$ cat config.mk
export PLATFORM = sky130hd
export DESIGN_NAME = tcp_syn_packet_generator
export DESIGN_NICKNAME = d
export VERILOG_FILES = /design/src/design/tsg_pkg.sv /design/src/design/tsg_front.sv /design/src/design/tsg_queue.sv /design/src/design/tsg_back.sv /design/src/design/tcp_syn_packet_generator.sv
export SDC_FILE = /design/constraint.sdc
export NUM_CORES = 1
export LEC_CHECK = 0
export ABC_AREA = 1
export BUFFER_PORTS_ARGS = -buffer_cell sky130_fd_sc_hd__buf_4
export CAP_MARGIN = 10
export CORE_MARGIN = 2
export CORE_UTILIZATION = 40
export DETAILED_ROUTE_END_ITERATION = 6
export GPL_TIMING_DRIVEN = 1
export PLACE_DENSITY_LB_ADDON = 0.1
export SLEW_MARGIN = 25
export SYNTH_ARGS = -nofsm -noshare
export SYNTH_HDL_FRONTEND = slang
export SYNTH_SLANG_ARGS = --single-unit
$ cat constraint.sdc
create_clock -name clk -period 13.62 [get_ports clk]
set_clock_uncertainty 0.05 [all_clocks]
set_input_delay 2.724 -clock clk [delete_from_list [all_inputs] [get_ports clk]]
set_output_delay 2.724 -clock clk [all_outputs]
set_load 0.02 [all_outputs]
$ cat src/design/tsg_pkg.sv
`timescale 1ns / 1ps
package tsg_pkg;

  localparam int unsigned PktLen = 40;

  // Fixed header values
  localparam logic [7:0]  IpVerIhl   = 8'h45;
  localparam logic [15:0] IpTotalLen = 16'd40;
  localparam logic [15:0] IpId       = 16'd12345;
  localparam logic [7:0]  IpTtl      = 8'd64;
  localparam logic [7:0]  ProtoTcp   = 8'd6;
  localparam logic [15:0] TcpHdrLen  = 16'd20;
  localparam logic [7:0]  TcpOffset  = 8'h50;
  localparam logic [7:0]  TcpFlags   = 8'h02;
  localparam logic [15:0] TcpWindow  = 16'd1024;

  // Sums of the fixed 16-bit words that enter each checksum
  localparam logic [17:0] IpConstSum = 18'({IpVerIhl, 8'h00}) + 18'(IpTotalLen) +
                                       18'(IpId) + 18'({IpTtl, ProtoTcp});
  localparam logic [17:0] TcpConstSum = 18'({8'h00, ProtoTcp}) + 18'(TcpHdrLen) +
                                        18'({TcpOffset, TcpFlags}) + 18'(TcpWindow);

  localparam logic [5:0] LastOffset = 6'(PktLen - 1);

  // Configuration register indexes
  localparam logic [2:0] RegSourceAddress   = 3'd0;
  localparam logic [2:0] RegTargetAddress   = 3'd1;
  localparam logic [2:0] RegLocalPort       = 3'd2;
  localparam logic [2:0] RegInitialSequence = 3'd3;

  typedef struct packed {
    logic [31:0] source_address;
    logic [31:0] target_address;
    logic [15:0] local_port;
    logic [31:0] initial_sequence;
  } tsg_cfg_t;

  // One packet waiting to be serialized
  typedef struct packed {
    logic [15:0] probe_port;
    logic [15:0] ip_csum;
    logic [15:0] tcp_csum;
  } tsg_job_t;

endpackage

$ cat src/design/tsg_front.sv
`timescale 1ns / 1ps
module tsg_front
  import tsg_pkg::*;
(
  input  logic        clk,
  input  logic        rst_n,
  input  tsg_cfg_t    cfg,
  input  logic        in_valid,
  output logic        in_stall,
  input  logic [15:0] in_probe_port,
  output logic        push_valid,
  input  logic        push_full,
  output tsg_job_t    push_job
);

  logic        s1_valid_r, s1_valid_nxt;
  logic [15:0] s1_port_r;
  logic        s2_valid_r, s2_valid_nxt;
  logic [15:0] s2_port_r;
  logic [17:0] s2_addr_sum_r;
  logic [17:0] s2_tcp_sum_r;
  logic        s1_adv, s2_adv;
  logic [19:0] ip_total, tcp_total;

  function automatic logic [15:0] fold_cpl(input logic [19:0] s);
    logic [16:0] f1;
    logic [15:0] f2;
    f1 = {1'b0, s[15:0]} + {13'b0, s[19:16]};
    f2 = f1[15:0] + {15'b0, f1[16]};
    return ~f2;
  endfunction

  assign s2_adv   = !s2_valid_r || !push_full;
  assign s1_adv   = !s1_valid_r || s2_adv;
  assign in_stall = !s1_adv;

  assign s1_valid_nxt = s1_adv ? in_valid : s1_valid_r;
  assign s2_valid_nxt = s2_adv ? s1_valid_r : s2_valid_r;

  always_ff @(posedge clk) begin
    if (!rst_n) begin
      s1_valid_r <= 1'b0;
      s2_valid_r <= 1'b0;
    end else begin
      s1_valid_r <= s1_valid_nxt;
      s2_valid_r <= s2_valid_nxt;
    end
  end

  // Address words are shared by both checksums; the rest is TCP only
  always_ff @(posedge clk) begin
    if (s1_adv && in_valid) begin
      s1_port_r <= in_probe_port;
    end
    if (s2_adv && s1_valid_r) begin
      s2_port_r     <= s1_port_r;
      s2_addr_sum_r <= 18'(cfg.source_address[31:16]) + 18'(cfg.source_address[15:0]) +
                       18'(cfg.target_address[31:16]) + 18'(cfg.target_address[15:0]);
      s2_tcp_sum_r  <= 18'(cfg.local_port) + 18'(s1_port_r) +
                       18'(cfg.initial_sequence[31:16]) + 18'(cfg.initial_sequence[15:0]);
    end
  end

  assign ip_total  = 20'(s2_addr_sum_r) + 20'(IpConstSum);
  assign tcp_total = 20'(s2_addr_sum_r) + 20'(s2_tcp_sum_r) + 20'(TcpConstSum);

  assign push_valid          = s2_valid_r && !push_full;
  assign push_job.probe_port = s2_port_r;
  assign push_job.ip_csum    = fold_cpl(ip_total);
  assign push_job.tcp_csum   = fold_cpl(tcp_total);

endmodule

$ cat src/design/tsg_queue.sv
`timescale 1ns / 1ps
module tsg_queue
  import tsg_pkg::*;
(
  input  logic     clk,
  input  logic     rst_n,
  input  logic     push_valid,
  output logic     push_full,
  input  tsg_job_t push_job,
  output logic     pop_valid,
  input  logic     pop_ready,
  output tsg_job_t pop_job
);

  tsg_job_t    entry_r [2];
  logic        wr_ptr_r, rd_ptr_r;
  logic [1:0]  count_r, count_nxt;
  logic        do_push, do_pop;

  assign push_full = (count_r == 2'd2);
  assign pop_valid = (count_r != 2'd0);
  assign pop_job   = entry_r[rd_ptr_r];
  assign do_push   = push_valid && !push_full;
  assign do_pop    = pop_valid && pop_ready;

  always_comb begin
    count_nxt = count_r;
    if (do_push && !do_pop) begin
      count_nxt = count_r + 2'd1;
    end else if (do_pop && !do_push) begin
      count_nxt = count_r - 2'd1;
    end
  end

  always_ff @(posedge clk) begin
    if (!rst_n) begin
      wr_ptr_r <= 1'b0;
      rd_ptr_r <= 1'b0;
      count_r  <= 2'd0;
    end else begin
      count_r <= count_nxt;
      if (do_push) wr_ptr_r <= !wr_ptr_r;
      if (do_pop)  rd_ptr_r <= !rd_ptr_r;
    end
  end

  always_ff @(posedge clk) begin
    if (do_push) begin
      entry_r[wr_ptr_r] <= push_job;
    end
  end

endmodule

$ cat src/design/tsg_back.sv
`timescale 1ns / 1ps
module tsg_back
  import tsg_pkg::*;
(
  input  logic       clk,
  input  logic       rst_n,
  input  tsg_cfg_t   cfg,
  input  logic       pop_valid,
  output logic       pop_ready,
  input  tsg_job_t   pop_job,
  output logic       out_valid,
  input  logic       out_stall,
  output logic [7:0] out_packet_byte,
  output logic [5:0] out_byte_offset,
  output logic       out_end_of_packet
);

  logic       busy_r, busy_nxt;
  logic [5:0] cnt_r, cnt_nxt;
  tsg_job_t   job_r;
  logic       out_valid_r;
  logic [7:0] out_byte_r;
  logic [5:0] out_offset_r;
  logic       out_eop_r;
  logic       out_adv, emit, last;
  logic [7:0] cur_byte;

  assign out_adv   = !out_valid_r || !out_stall;
  assign emit      = busy_r && out_adv;
  assign last      = (cnt_r == LastOffset);
  assign pop_ready = !busy_r || (emit && last);

  always_comb begin
    busy_nxt = busy_r;
    cnt_nxt  = cnt_r;
    if (emit) begin
      cnt_nxt = cnt_r + 6'd1;
      if (last) busy_nxt = 1'b0;
    end
    if (pop_ready && pop_valid) begin
      busy_nxt = 1'b1;
      cnt_nxt  = 6'd0;
    end
  end

  always_comb begin
    case (cnt_r)
      6'd0:    cur_byte = IpVerIhl;
      6'd2:    cur_byte = IpTotalLen[15:8];
      6'd3:    cur_byte = IpTotalLen[7:0];
      6'd4:    cur_byte = IpId[15:8];
      6'd5:    cur_byte = IpId[7:0];
      6'd8:    cur_byte = IpTtl;
      6'd9:    cur_byte = ProtoTcp;
      6'd10:   cur_byte = job_r.ip_csum[15:8];
      6'd11:   cur_byte = job_r.ip_csum[7:0];
      6'd12:   cur_byte = cfg.source_address[31:24];
      6'd13:   cur_byte = cfg.source_address[23:16];
      6'd14:   cur_byte = cfg.source_address[15:8];
      6'd15:   cur_byte = cfg.source_address[7:0];
      6'd16:   cur_byte = cfg.target_address[31:24];
      6'd17:   cur_byte = cfg.target_address[23:16];
      6'd18:   cur_byte = cfg.target_address[15:8];
      6'd19:   cur_byte = cfg.target_address[7:0];
      6'd20:   cur_byte = cfg.local_port[15:8];
      6'd21:   cur_byte = cfg.local_port[7:0];
      6'd22:   cur_byte = job_r.probe_port[15:8];
      6'd23:   cur_byte = job_r.probe_port[7:0];
      6'd24:   cur_byte = cfg.initial_sequence[31:24];
      6'd25:   cur_byte = cfg.initial_sequence[23:16];
      6'd26:   cur_byte = cfg.initial_sequence[15:8];
      6'd27:   cur_byte = cfg.initial_sequence[7:0];
      6'd32:   cur_byte = TcpOffset;
      6'd33:   cur_byte = TcpFlags;
      6'd34:   cur_byte = TcpWindow[15:8];
      6'd35:   cur_byte = TcpWindow[7:0];
      6'd36:   cur_byte = job_r.tcp_csum[15:8];
      6'd37:   cur_byte = job_r.tcp_csum[7:0];
      default: cur_byte = 8'h00;
    endcase
  end

  always_ff @(posedge clk) begin
    if (!rst_n) begin
      busy_r      <= 1'b0;
      cnt_r       <= 6'd0;
      out_valid_r <= 1'b0;
    end else begin
      busy_r <= busy_nxt;
      cnt_r  <= cnt_nxt;
      if (out_adv) out_valid_r <= busy_r;
    end
  end

  always_ff @(posedge clk) begin
    if (pop_ready && pop_valid) begin
      job_r <= pop_job;
    end
    if (emit) begin
      out_byte_r   <= cur_byte;
      out_offset_r <= cnt_r;
      out_eop_r    <= last;
    end
  end

  assign out_valid         = out_valid_r;
  assign out_packet_byte   = out_byte_r;
  assign out_byte_offset   = out_offset_r;
  assign out_end_of_packet = out_eop_r;

endmodule

$ cat src/design/tcp_syn_packet_generator.sv
`timescale 1ns / 1ps
// Builds one 40-byte IPv4+TCP SYN packet per accepted probe port and streams it out
// one byte per cycle while out_stall is low, in wire order, flagging the last byte.
// The byte serializer counts out the bytes of each packet; with the output not
// stalled, back-to-back ports give a continuous byte stream. The front end computes
// both checksums in two register stages and parks up to two finished jobs in a small
// queue, so new ports are taken while the current packet is still going out. A port
// reaches the output through the two front-end stages, the queue, and the serializer's
// job and output registers. Change the address, port and sequence registers only
// while no packet is in flight.
module tcp_syn_packet_generator
  import tsg_pkg::*;
(
  input  logic        clk,
  input  logic        rst_n,
  input  logic        cfg_we,
  input  logic [2:0]  cfg_index,
  input  logic [31:0] cfg_data,
  input  logic        in_valid,
  output logic        in_stall,
  input  logic [15:0] in_probe_port,
  output logic        out_valid,
  input  logic        out_stall,
  output logic [7:0]  out_packet_byte,
  output logic [5:0]  out_byte_offset,
  output logic        out_end_of_packet
);

  tsg_cfg_t cfg_r;
  logic     push_valid, push_full;
  tsg_job_t push_job;
  logic     pop_valid, pop_ready;
  tsg_job_t pop_job;

  always_ff @(posedge clk) begin
    if (!rst_n) begin
      cfg_r <= '0;
    end else if (cfg_we) begin
      unique case (cfg_index)
        RegSourceAddress:   cfg_r.source_address   <= cfg_data;
        RegTargetAddress:   cfg_r.target_address   <= cfg_data;
        RegLocalPort:       cfg_r.local_port       <= cfg_data[15:0];
        RegInitialSequence: cfg_r.initial_sequence <= cfg_data;
        default: ;
      endcase
    end
  end

  tsg_front u_front (
    .clk           (clk),
    .rst_n         (rst_n),
    .cfg           (cfg_r),
    .in_valid      (in_valid),
    .in_stall      (in_stall),
    .in_probe_port (in_probe_port),
    .push_valid    (push_valid),
    .push_full     (push_full),
    .push_job      (push_job)
  );

  tsg_queue u_queue (
    .clk        (clk),
    .rst_n      (rst_n),
    .push_valid (push_valid),
    .push_full  (push_full),
    .push_job   (push_job),
    .pop_valid  (pop_valid),
    .pop_ready  (pop_ready),
    .pop_job    (pop_job)
  );

  tsg_back u_back (
    .clk               (clk),
    .rst_n             (rst_n),
    .cfg               (cfg_r),
    .pop_valid         (pop_valid),
    .pop_ready         (pop_ready),
    .pop_job           (pop_job),
    .out_valid         (out_valid),
    .out_stall         (out_stall),
    .out_packet_byte   (out_packet_byte),
    .out_byte_offset   (out_byte_offset),
    .out_end_of_packet (out_end_of_packet)
  );

endmodule
==> results.yml, run 1 <==
outcome:
  status: "complete, no violations"
global_routing:
  grt_max_degree: 118
  overflow: 0
  antenna_found_initial: 5
  grt.total_usage_pct: 24.3
  grt_pass1_wl_um: 91100
  grt_pass1_vias: 15000
hold_path:
  holdPathStages: 0
  hold_path_class: "reg -> reg"
  min_from: "u_front.s2_port_r[11]$_DFFE_PP_"
  min_to: "u_queue.entry_r[0][43]$_DFFE_PP_"
routing:
  drt_pass1_iterations: 6
  vias: 15900
  first_iter_violations: 1399
  drtAntennaViolNets: 0
  wirelength_um: 61800
  drc_errors: 0
  vias_per_cell: 5.21
  wire_per_inst_um: 20.2
worst_setup_path:
  rr_endpoint: "u_queue.entry_r[1][14]$_DFFE_PP_"
  cp_slowest_stage_delay_ns: 0.46
  path_max_fanout: 5
  path_common_cell: "nand3_1"
  cp-start-kind: "flop"
  r2r_cells: 39
  worstReg2RegStart: "u_front.s2_addr_sum_r[0]$_DFFE_PP_"
  rrSetupSlack_ns: 7.01
  arrival_ns: 6.88
  critical_path_class: "reg -> reg"
  end_kind: "flop"
  slowest_stage: "fa_1"
  required_ns: 13.89
timing:
  hold_viol: 0
  fmax_ghz: 0.151
  rsz0062_at_grt: "no"
  setup_viol: 0
  slew_violations: 0
  worst_slack_ns: 7.01
  worst_pin_slew_ns: 1.06
  maxSlewHeadroom_pct: 29.1
  period_needed_ns: 6.61
  fin_tns_setup_ns: 0
  period_share_pct: 48.5
synthesis:
  netlist_area_um2: 19800
  synthMuxAreaShare_pct: 0
  yosys-top-cells-count: "nand2_1, inv_1, edfxtp_1"
  synth_top_area_share_pct: 34.5
  synth_top_family_by_area: "simple AND/OR/NAND/NOR gates"
  synth.distinct_cells: 48
  avgSynthCellArea_um2: 8.71
  synthTopCellsByArea: "edfxtp_1, dfxtp_1, nand2_1"
  synthAdderAreaFrac_pct: 10.3
  ys_warn_count: 0
  yosysSeqAreaShare_pct: 47.3
  yosys.area_share.simple_pct: 18.3
  synth_compound_area_share_pct: 12.4
  synth-edff-count: 227
  async_flop_share_pct: 0
  yosysMostFrequentCell: "nand2_1"
  yosys_register_bits: 353
  synth_top_area_cell: "edfxtp_1"
  postSynthCellCount: 2267
  synth_flop_cell: "edfxtp_1"
  syn-num-nets: 2462
  synthXorXnorAreaFrac_pct: 4.17
power:
  leakage_uw: 0.00964
  ir_drop_mv: 0.106
  power_density_nw_per_um2: 157
clocking:
  numCtsBuffers: 42
  htree_levels: 2
  clk_pin_slew_ns: 0.06
  cts-root-buf: "clkbuf_16"
  post_cts_buffers: 0
  clk_latency_ns: 0.57
  hold_buffers: 0
  postCtsResizedCells: 0
  clockBufferDepth: 3
  cts_tree: "yes"
  clkSinkCount: 353
die:
  die_h_um: 226
  coreArea_um2: 48800
  die_width_um: 226
  rows: 81
  die-area_um2: 51200
  start_util_pct: 40.4
  boundaryPins: 73
finish:
  multiInputGateArea_um2: 8970
  nets: 2548
  synthToLayoutAreaGrowth_pct: 14.2
  drive_gt1_share_pct: 9.38
  fillers: 4831
  register_area_um2: 9340
place:
  pre_cts_ws_ns: 7.02
  numPortBuffers: 72
  dp_hpwl_um: 47500
  finalWeightedCongestion: 0.980
flow_run:
  cap_viol_max_count: 0
-- worst max-delay path, delay by kind of cell (launching register included) --
kind / cells / cell delay, ns
XOR/XNOR: 2 / 0.45
flip-flops: 1 / 0.40
buffers and inverters: 2 / 0.09
adder cells (fa/ha/maj): 7 / 1.94
AND/OR/NAND/NOR: 25 / 2.87
AO/OA/AOI/OAI: 3 / 0.55
-- sequential cells by signal, summed over array words and instances (netlist names) --
register / cells
u_front.s2_port_r: 16
u_back.busy_r: 1
u_front.s2_tcp_sum_r: 18
u_queue.wr_ptr_r: 1
u_front.s2_addr_sum_r: 18
u_queue.rd_ptr_r: 1
u_back.out_byte_offset: 6
cfg_r: 112
u_back.cnt_r: 6
u_front.s2_valid_r: 1
u_front.s1_port_r: 16
u_back.job_r: 48
u_back.out_packet_byte: 8
u_queue.entry_r: 96
u_queue.count_r: 2
u_front.s1_valid_r: 1
u_back.out_end_of_packet: 1
u_back.out_valid: 1
-- layout make-up --
cell class,instances,share of cell area [%]
Sequential cell,353,41.4
Multi-Input combinational cell,1517,39.8
Inverter,351,5.84
Clock buffer,59,5.44
Tap cell,664,3.68
Timing Repair Buffer,88,2.95
Clock inverter,19,0.877
Antenna cell,1,0.0111
-- routing by layer --
layer  global-route usage (%)  wire, µm  share of wire [%]  vias to the layer above
li1                         -         -                  -                     7748
met1                     34.0     28200                 46                     7597
met2                     37.2     27300                 44                      449
met3                     4.23      3780                6.1                      112
met4                     10.1      2490                4.0                        4
met5                        0        27              0.044                        -
-- power breakdown --
part	internal [µW]	leakage, µW	switching, µW
clock network	687	0.000700	453
registers	1360	0.00314	81.1
logic	274	0.00580	678
-- how the worst max path moves through the flow --
stage	end	cells past startpoint	start
final	u_queue.entry_r[1][14]$_DFFE_PP_	39	u_front.s2_addr_sum_r[0]$_DFFE_PP_
after global routing	u_queue.entry_r[0][14]$_DFFE_PP_	42	u_front.s2_addr_sum_r[2]$_DFFE_PP_
after CTS	u_queue.entry_r[0][14]$_DFFE_PP_	39	u_front.s2_addr_sum_r[0]$_DFFE_PP_
after detailed placement	u_queue.entry_r[0][14]$_DFFE_PP_	39	u_front.s2_addr_sum_r[0]$_DFFE_PP_
after global placement	u_queue.entry_r[0][14]$_DFFE_PP_	39	u_front.s2_addr_sum_r[0]$_DFFE_PP_
after floorplan	u_queue.count_r[1]$_SDFFE_PN0P_	11	out_stall
-- cells in the final DEF (no fill, tap or decap), types with 32 or more instances in the layout --
cell type / n
nand3_1: 95
o21ai_0: 161
buf_4: 87
nand2_1: 492
nor2_1: 149
edfxtp_1: 227
fa_1: 39
ha_1: 100
a21oi_1: 185
xnor2_1: 32
xor2_1: 62
clkbuf_16: 43
dfxtp_1: 125
inv_1: 336
-- kinds of logic (layout without fill, tap and decap cells) --
kind of cell	Yosys count	count (layout)
other cells	0	1
xor+xnor	94	94
compound gates	437	437
buf+inv	397	517
fa+ha+maj	139	139
simple gates	847	847
flops	353	353
-- metrics by stage --
| step | instance area [µm²] | util (%) | instances | hold WS, ns | total power [µW] |
|---|---|---|---|---|---|
| 6_report | 22500 | 46.2 | 3052 | 0.393 | 3540 |
| 3_5_place_dp | 21100 | 43.2 | 2973 | 0.379 | 2420 |
| 2_1_floorplan | 19800 | - | 2267 | 0.371 | 2070 |
| 5_1_grt | 22500 | 46.2 | 3051 | 0.397 | 3730 |
| 3_3_place_gp | 21100 | 43.2 | 2973 | 0.372 | 2410 |
| 4_1_cts | 22500 | 46.1 | 3051 | 0.393 | 3570 |
Power figures use the tool's default switching activity.
==> run 2, diff against run 1 <==
==> constraint.sdc (replaced) <==
create_clock -name clk -period 6.1 [get_ports clk]
set_clock_uncertainty 0.05 [all_clocks]
set_input_delay 1.22 -clock clk [delete_from_list [all_inputs] [get_ports clk]]
set_output_delay 1.22 -clock clk [all_outputs]
set_load 0.02 [all_outputs]
==> results.yml, run 2 (synthesis results as in run 1) <==
clocking:
  htree_levels: 2
  cts_tree: "yes"
  clk_latency_ns: 0.57
  clkSinkCount: 353
  cts-root-buf: "clkbuf_16"
  clockBufferDepth: 3
  clk_pin_slew_ns: 0.06
  numCtsBuffers: 42
  hold_buffers: 0
routing:
  vias: 16000
  first_iter_violations: 1395
  dr.max_layer_used: "met4"
  wirelength_um: 63100
  drc_errors: 0
  met3_wirelength_um: 3580
  wire_per_inst_um: 20.2
  dr_wl_met2_um: 28600
  wl_met1_um: 29100
  vias_per_cell: 5.13
  drtAntennaViolNets: 0
  drt_pass1_iterations: 5
finish:
  largest_register_ffs: 112
  nets: 2624
  final_cell_mix: "nand2_1, inv_1, edfxtp_1"
  drive_gt1_share_pct: 15.9
  final_common_cell: "nand2_1"
  final_cell_area_um2: 23600
  synthToLayoutAreaGrowth_pct: 19.6
  top_register: "cfg_r"
  antenna_cells: 0
  reg.largest.list: "cfg_r (112), u_queue.entry_r (96), u_back.job_r (48)"
worst_setup_path:
  path_delay_family: "simple AND/OR/NAND/NOR gates"
  required_ns: 6.36
  arrival_ns: 6.15
  path_buf_inv: 3
  cp-start-kind: "flop"
  worstReg2RegStart: "u_front.s2_addr_sum_r[0]$_DFFE_PP_"
  slowest_stage: "fa_2"
  critical_path_class: "reg -> reg"
  rrSetupSlack_ns: 0.20
  end_kind: "flop"
  path_max_fanout: 3
  r2r_cells: 41
  rr_endpoint: "u_queue.entry_r[1][13]$_DFFE_PP_"
  cp_slowest_stage_delay_ns: 0.44
timing:
  setup_viol: 0
  fin_tns_setup_ns: 0
  period_share_pct: 96.7
  period_needed_ns: 5.90
  slew_violations: 0
  hold_viol: 0
  fmax_ghz: 0.170
  rsz0062_at_grt: "yes"
  worst_pin_slew_ns: 1.14
  maxSlewHeadroom_pct: 23.1
die:
  rows: 81
  die-area_um2: 51200
  coreArea_um2: 48800
  die_width_um: 226
  boundaryPins: 73
  die_h_um: 226
  start_util_pct: 40.4
global_routing:
  grt_max_degree: 118
  grt_pass1_wl_um: 93200
  grt.total_usage_pct: 24.7
  antenna_found_initial: 2
  overflow: 0
  grt_pass1_vias: 15100
power:
  leakage_uw: 0.0100
  power.share.clock_pct: 31.5
  power.switching_uw: 2850
  power_density_nw_per_um2: 349
  internal_power_uw: 5390
  power.share.switching_pct: 34.6
  ir_drop_mv: 0.288
  pwr-share-seq_pct: 39.2
  p_comb_share_pct: 29.3
hold_path:
  hold_path_class: "reg -> reg"
  min_to: "u_queue.entry_r[1][44]$_DFFE_PP_"
  min_from: "u_front.s2_port_r[12]$_DFFE_PP_"
  holdPathStages: 0
flow_run:
  cap_viol_max_count: 0
place:
  dp_hpwl_um: 48000
  finalWeightedCongestion: 0.961
  dpl_cell_area_um2: 21500
  numPortBuffers: 72
outcome:
  status: "complete, no violations"
[run 2: changes by cell type in the layout (fill, tap and decap cells not counted), moves of 7 or more]
cell,delta
a21oi_2,+9
nand3_1,-18
clkbuf_8,-9
ha_4,+11
ha_1,-18
nand3_2,+16
ha_2,+7
nand2_1,-19
nor2_1,-12
a21oi_1,-10
buf_4,+74
nand2_2,+16
[run 2: worst register-to-register path: cells and delay by family (launching register included)]
kind | cells | cell delay, ns
compound gates | 3 | 0.40
buf+inv | 3 | 0.34
flops | 1 | 0.39
xor+xnor | 3 | 0.47
fa+ha+maj | 5 | 1.37
simple gates | 27 | 2.62
[run 2: area by class of cell]
cell class | instances | area (µm²)
clock buffers | 56 | 1120
clock inverters | 21 | 289
fillers | 4742 | 25200
inverters | 351 | 1320
multi-input cells | 1517 | 9480
flip-flops and latches | 353 | 9340
well taps | 664 | 831
repair buffers | 164 | 1240
[run 2: worst max path at each step]
stage                                             from                               end  slack (ns)  cells after the start
floorplan           u_front.s2_addr_sum_r[0]$_DFFE_PP_  u_queue.entry_r[0][14]$_DFFE_PP_        0.24                     39
global placement    u_front.s2_addr_sum_r[0]$_DFFE_PP_  u_queue.entry_r[0][14]$_DFFE_PP_      -0.005                     39
detailed placement  u_front.s2_addr_sum_r[0]$_DFFE_PP_  u_queue.entry_r[0][13]$_DFFE_PP_       -0.17                     40
CTS                 u_front.s2_addr_sum_r[0]$_DFFE_PP_  u_queue.entry_r[1][13]$_DFFE_PP_       0.003                     40
global route        u_front.s2_addr_sum_r[0]$_DFFE_PP_  u_queue.entry_r[1][15]$_DFFE_PP_       -0.34                     43
finish              u_front.s2_addr_sum_r[0]$_DFFE_PP_  u_queue.entry_r[1][13]$_DFFE_PP_        0.20                     41
[run 2: power by group through the flow]
stage | clock (µW) | combinational [µW] | sequential, µW
6_report | 2590 | 2410 | 3230
5_1_grt | 2730 | 2700 | 3250
4_1_cts | 2650 | 2280 | 3230
3_5_place_dp | 0 | 2220 | 3270
3_3_place_gp | 0 | 2200 | 3270
2_1_floorplan | 0 | 1410 | 3210
[run 2: what timing repair did]
item | in CTS | in global routing
pin swaps | 6 | 60
resized for setup | 22 | 100
hold endpoints to repair | 0 | 0
endpoints found under the setup margin | 10 | 34
setup buffers | 7 | 23
[run 2: layer usage]
layer  track usage [%]  up-vias
met1              35.5     7620
met5                 0        -
met4              7.51        0
met3              2.98       84
li1                  -     7892
met2              39.0      439
[run 2: stage by stage]
stage	utilization, %	total power [µW]	hold WS [ns]	setup slack [ns]	std cells
3_3_place_gp	43.9	5470	0.372	-0.00494	3019
2_1_floorplan	-	4620	0.371	0.242	2267
6_report	48.4	8240	0.395	0.203	3126
4_1_cts	47.2	8160	0.394	0.00277	3103
5_1_grt	48.4	8690	0.398	-0.344	3126
3_5_place_dp	43.9	5490	0.381	-0.166	3019
